## src/rtl/cts_pkg.sv

```systemverilog
// Shared constants and types for the Carmichael function search unit.
package cts_pkg;
    localparam int MOD_WIDTH   = 12;
    localparam int STORE_DEPTH = 4096;
    localparam int ADDR_WIDTH  = $clog2(STORE_DEPTH);
    localparam int CNT_WIDTH   = MOD_WIDTH + 1;
    typedef logic [MOD_WIDTH-1:0] t_res;
endpackage

```

## src/rtl/cts_divmod.sv

```systemverilog
// Bit-serial remainder unit: a mod b, one quotient bit per cycle.
module cts_divmod (
    input  logic                   i_clk,
    input  logic                   i_rst_n,
    input  logic                   i_start,
    input  logic [2*cts_pkg::MOD_WIDTH-1:0] i_num,
    input  logic [cts_pkg::MOD_WIDTH-1:0]   i_den,
    output logic                   o_done,
    output logic [cts_pkg::MOD_WIDTH-1:0]   o_rem
);
    import cts_pkg::*;
    localparam int NW = 2 * MOD_WIDTH;
    localparam int SW = $clog2(NW + 1);

    logic [NW-1:0]        r_num;
    logic [MOD_WIDTH:0]   r_rem;
    logic [MOD_WIDTH-1:0] r_den;
    logic [SW-1:0]        r_cnt;
    logic                 r_busy;
    logic                 r_done;
    logic [MOD_WIDTH+1:0] n_shift;
    logic [MOD_WIDTH+1:0] n_diff;

    // Shift in the next numerator bit and subtract when it fits.
    always_comb begin
        n_shift = {r_rem, r_num[NW-1]};
        n_diff  = n_shift - {2'b00, r_den};
    end

    always_ff @(posedge i_clk) begin
        if (!i_rst_n) begin
            r_busy <= 1'b0;
            r_done <= 1'b0;
        end else begin
            r_done <= 1'b0;
            if (i_start) begin
                r_busy <= 1'b1;
                r_num  <= i_num;
                r_den  <= i_den;
                r_rem  <= '0;
                r_cnt  <= SW'(NW);
            end else if (r_busy) begin
                r_num <= {r_num[NW-2:0], 1'b0};
                if (!n_diff[MOD_WIDTH+1]) begin
                    r_rem <= n_diff[MOD_WIDTH:0];
                end else begin
                    r_rem <= n_shift[MOD_WIDTH:0];
                end
                r_cnt <= r_cnt - 1'b1;
                if (r_cnt == SW'(1)) begin
                    r_busy <= 1'b0;
                    r_done <= 1'b1;
                end
            end
        end
    end
    assign o_done = r_done;
    assign o_rem  = r_rem[MOD_WIDTH-1:0];
endmodule

```

## config.mk

```make
export PLATFORM = sky130hd
export DESIGN_NAME = cts_divmod
export DESIGN_NICKNAME = d
export VERILOG_FILES = /design/src/rtl/cts_pkg.sv /design/src/rtl/cts_divmod.sv
export SDC_FILE = /design/constraint.sdc
export NUM_CORES = 1
export LEC_CHECK = 0
export BUFFER_PORTS_ARGS = -buffer_cell sky130_fd_sc_hd__buf_2
export CORE_MARGIN = 2
export CORE_UTILIZATION = 45
export CTS_CLUSTER_DIAMETER = 80
export DETAILED_ROUTE_END_ITERATION = 7
export PLACE_DENSITY = 0.66
export SYNTH_ARGS = -nofsm -noshare
export SYNTH_HDL_FRONTEND = slang
export SYNTH_SLANG_ARGS = --single-unit
export TNS_END_PERCENT = 30
```

## constraint.sdc

```tcl
create_clock -name i_clk -period 2.95 [get_ports i_clk]
set_input_delay 0.59 -clock i_clk [delete_from_list [all_inputs] [get_ports i_clk]]
set_output_delay 0.59 -clock i_clk [all_outputs]
set_load 0.05 [all_outputs]
```

# Word-level counts from Yosys, hierarchy flattened
# Cells that the tools add are included.
# totals
out_inout_bits,13
register_bits,56
latch_bits,0
rom_bits,0
mem_bits_rw,0
in_bits,39
n_memories,0
# op_classes
addsub,2
muxes,9
n_shift,0
multipliers,0
n_bitwise,2
n_div,0
n_reduce_logical,4
n_lt_le_gt_ge,0
eq_ne,1
# op_table
operator,count
two-way mux 24 bit,2
two-way mux 13 bit,2
subtractor 14 x 12 -> 14 bit,1
"== test 5 x 1 -> 1 bit, second input constant",1
two-way mux 5 bit,1
"subtractor 5 x 1 -> 5 bit, second input constant",1
two-way mux 1 bit,4
AND reduction 2 bit,2
OR reduction 3 bit,1
inverter 1 bit,2
nonzero test 2 bit,1

# Longest topological paths before layout
# depth
word_depth,4
depth_mapped,10

# Least setup slack after synthesis
# No wires, ideal clock.
# synth_timing
kind,reg-to-reg
from,reg r_rem[9]
to,"reg r_rem[12], data pin"
path_slack_ps,494
path_buffers,1
t_required_ps,2804
t_arrival_ps,2310
path_stages_with_launch,9
synth_period_minus_slack_ps,2456
cell_sequence,edfxtp_1 -> ha_1 -> buf_2 -> a21o_1 -> a211oi_2 -> mux2i_1 -> o221ai_2 -> or4_1 -> a21oi_1
# synth_between
elab_chain_len,3
# synth_lines
item,line,source
from (decl),cts_divmod.sv:16,logic [MOD_WIDTH:0] r_rem;
from (signal assigned),cts_divmod.sv:45,r_rem <= n_diff[MOD_WIDTH:0];
from (signal assigned),cts_divmod.sv:47,r_rem <= n_shift[MOD_WIDTH:0];
subtractor 14 x 12 -> 14 bit,cts_divmod.sv:27,"n_diff = n_shift - {2'b00, r_den};"
two-way mux 13 bit,cts_divmod.sv:44,if (!n_diff[MOD_WIDTH+1]) begin
two-way mux 13 bit,cts_divmod.sv:42,end else if (r_busy) begin
# Every way passes these cells. The select of a mux whose other input is x is not followed.
# A chain may end at the register's enable or synchronous reset.

# Worst setup path after layout
# layout_timing
from,reg r_num[23]
to,"reg r_rem[12], data pin"
# layout_between
elab_chain_len,3
# layout_lines
item,line,source
from (decl),cts_divmod.sv:15,logic [NW-1:0] r_num;
from (signal assigned),cts_divmod.sv:38,r_num <= i_num;
from (signal assigned),cts_divmod.sv:43,"r_num <= {r_num[NW-2:0], 1'b0};"
subtractor 14 x 12 -> 14 bit,cts_divmod.sv:27,
two-way mux 13 bit,cts_divmod.sv:44,
two-way mux 13 bit,cts_divmod.sv:42,
# Every way passes these cells. The select of a mux whose other input is x is not followed.

==> flow_summary_export.csv <==
group,metric,value,unit
global_route,grt_overflow,0,
sta,setup_violations,0,
critical_path,cpMaxStageDelayCell,"fa_1",
finish,multiInputGateArea,0.00134,sq mm
cts,insertion_delay,0.31,ns
power,p_seq_share,48.1,%
global_route,grt_max_degree,39,
logic_synthesis,synth_top_area_cell,"edfxtp_1",
logic_synthesis,syn_inst,272,
routing,wl_per_cell,14.9,um
cts,htree_levels,2,
logic_synthesis,syn_area,0.00321,sq mm
floorplan,io_pins,52,
routing,routed_via_density,5.35,
power,p_int,0.00142,W
critical_path,startpoint,"r_num[23]$_DFFE_PP_",
floorplan,die_h,88.5,um
logic_synthesis,async_reset_ff_share,0,%
cts,hold_buffers,0,
power,p_leak,1.41,nW
sta,finClkSkew,0.00700,ns
placed_design,dp_hpwl,4290,um
sta,slew_viol_final,0,
routing,postRouteAntennaNets,0,
power,p_clk_share,25.8,%
min_path,min_to,"r_den[7]$_DFFE_PP_",
finish,layout-drive-gt1-share,31.3,%
routing,drt-total-wl,6070,um
finish,final_cell_mix,"edfxtp_1, buf_2, mux2_2, a21oi_1, inv_1",
critical_path,worstSetupStartpointType,"register",
logic_synthesis,yosysTopAreaCellShare,50.5,%
critical_path,r2r_start,"r_num[23]$_DFFE_PP_",
routing,firstDrtPassIters,4,
power,p_per_area,567,mW/mm^2
floorplan,core_area,0.00683,sq mm
placed_design,port_buffers,51,
sta,finalCriticalPeriod,2.64,ns
critical_path,crit_type,"reg -> reg",
routing,remaining_drc_errors,0,
finish,nets,363,
cts,cts_made_buffers,5,
logic_synthesis,ys.flop_type,"edfxtp_1",
critical_path,slowest_delay,0.42,ns
min_path,min_path_type,"in -> reg",
placed_design,place_congestion,0.835,
critical_path,cp_max_fo,3,
logic_synthesis,yosysSeqAreaShare,51.8,%
cts,clk_path_buf_depth,2,
power,ir_drop,0.299,mV
logic_synthesis,synth_edf_count,54,
critical_path,crit_arrival,2.81,ns
sta,relSlewSlack,63.1,%
sta,worst_pin_slew,0.553,ns
routing,first_iter_violations,115,
logic_synthesis,synth_seq_cells,56,
min_path,worstHoldPathCells,1,
critical_path,worstPathRequired,3.12,ns
cts,root_buffer,"clkbuf_8",
critical_path,crit_chain,"inv_1 > ha_1 > inv_1 > fa_1 > a211oi_1 > o21ai_1 > a31oi_1 > o21ai_0 > or4_1 > a21oi_1",
finish,seq_area,0.00166,sq mm
critical_path,reg2reg_slack,0.31,ns
cts,cts_setup_buffers,0,
run_status,status,"completed",
cts,post_cts_resized,0,
finish,nFillCells,637,
sta,hold_violations,0,
sta,rsz0062_at_grt,"false",
logic_synthesis,synth.net_count,326,
power,power_switching,0.000612,W
min_path,worstHoldStart,"i_den[7]",
power,pwr-share-comb,26.1,%
logic_synthesis,yosysWarnings,0,
logic_synthesis,syn_area_per_cell,11.8,sq um
flow_run,cap_violations,0,
cts,clk_pin_slew,0.11,ns
logic_synthesis,netlist_top_cells_area,"edfxtp_1, mux2_2, ha_1",
cts,cts_tree,"yes",
floorplan,die-area,0.00783,sq mm
cts,clock_sinks,56,
sta,max_freq,0.379,GHz
critical_path,crit_path_end_kind,"register",
floorplan,initial_core_util,47.0,%
global_route,grt_first_pass_wirelength,9910,um
finish,final_common_cell,"edfxtp_1",
critical_path,rr_worst_depth,10,
sta,period_share,89.4,%
floorplan,rows,30,
critical_path,rr_endpoint,"r_rem[12]$_SDFFCE_PP0P_",
floorplan,dieWidth,88.5,um
critical_path,cpMostUsedCell,"inv_1",
finish,diodes,0,
routing,routed-via-count,2174,
logic_synthesis,ys_types,55,
global_route,grt_use_total,16.4,%
finish,synthToLayoutAreaGrowth,11.7,%
global_route,antenna_found_initial,0,
power,swShare,30.1,%
sta,setup_tns,0,ns
finish,post-route-util,52.5,%
global_route,grt_pass1_vias,2129,
[logic make-up (layout without fill, tap and decap cells)]
family | Yosys count | count (layout) | synth area share, %
fa+ha+maj | 15 | 15 | 6.08
compound gates | 70 | 70 | 15.0
xor+xnor | 8 | 8 | 2.18
simple gates | 57 | 57 | 9.82
mux | 25 | 25 | 8.69
buf+inv | 41 | 79 | 6.43
flops | 56 | 56 | 51.8
[critical path, delay by kind of cell, from the launching register on]
family / cells / cell delay [ns]
compound gates: 5 / 1.01
fa+ha+maj: 2 / 0.58
buf+inv: 2 / 0.13
flops: 1 / 0.39
simple gates: 1 / 0.41
[per-stage QoR]
stage	setup WS [ns]	cells	total power, W	instance area, sq um	hold slack [ns]
global placement	0.405	398	0.00152	3470	0.507
floorplan	0.494	272	0.00142	3210	0.491
global route	0.0444	406	0.00214	3590	0.430
detailed placement	0.347	398	0.00153	3470	0.517
finish	0.313	406	0.00203	3590	0.448
CTS	0.300	406	0.00205	3590	0.440
[power by group through the flow]
stage	registers, W	clock network [W]	logic, W
after global placement	0.000995	0	0.000526
after global routing	0.000986	0.000563	0.000589
after CTS	0.000979	0.000536	0.000532
final	0.000978	0.000524	0.000531
after floorplan	0.000988	0	0.000437
after detailed placement	0.000996	0	0.000529
[registers in the layout, summed over array words and instances, names as in the netlist]
| signal | flops |
|---|---|
| r_rem | 13 |
| r_den | 12 |
| r_busy | 1 |
| o_done | 1 |
| r_num | 24 |
| r_cnt | 5 |
[worst max-delay path by stage]
stage	end	slack [ns]	depth (start not counted)
floorplan	r_rem[12]$_SDFFCE_PP0P_	0.49	8
global placement	r_rem[0]$_SDFFCE_PP0P_	0.41	8
detailed placement	r_rem[12]$_SDFFCE_PP0P_	0.35	10
CTS	r_rem[12]$_SDFFCE_PP0P_	0.30	10
global route	r_rem[12]$_SDFFCE_PP0P_	0.04	10
finish	r_rem[12]$_SDFFCE_PP0P_	0.31	10
[cell type report]
class / instances / area share (%)
repair buffers: 55 / 7.95
inverters: 16 / 1.67
flip-flops and latches: 56 / 46.3
clock inverters: 3 / 1.33
clock buffers: 5 / 1.92
well taps: 96 / 3.35
multi-input cells: 175 / 37.5
[per-layer routing]
metal / track usage (%) / part of all wire, %
met1: 20.3 / 45
met4: 3.44 / 0.59
met5: 0 / 0
met3: 5.22 / 5.3
met2: 28.4 / 49
[Yosys cell counts, drive strengths merged, types with 2 or more instances]
master and number:
dfxtp 2, o21bai 3, xnor2 7, nand2 8
nor3 7, nand4 3, buf 22, nor2b 4
a21o 5, and3 5, o21ai 19, nand2b 2
o31ai 2, nand3 9, a211oi 2, o21a 4
a21oi 22, mux2 23, o211ai 2, clkbuf 3
ha 14, mux2i 2, or3 3, edfxtp 54
inv 16, nor2 9, and2 2
(Power assumes the default switching activity.)
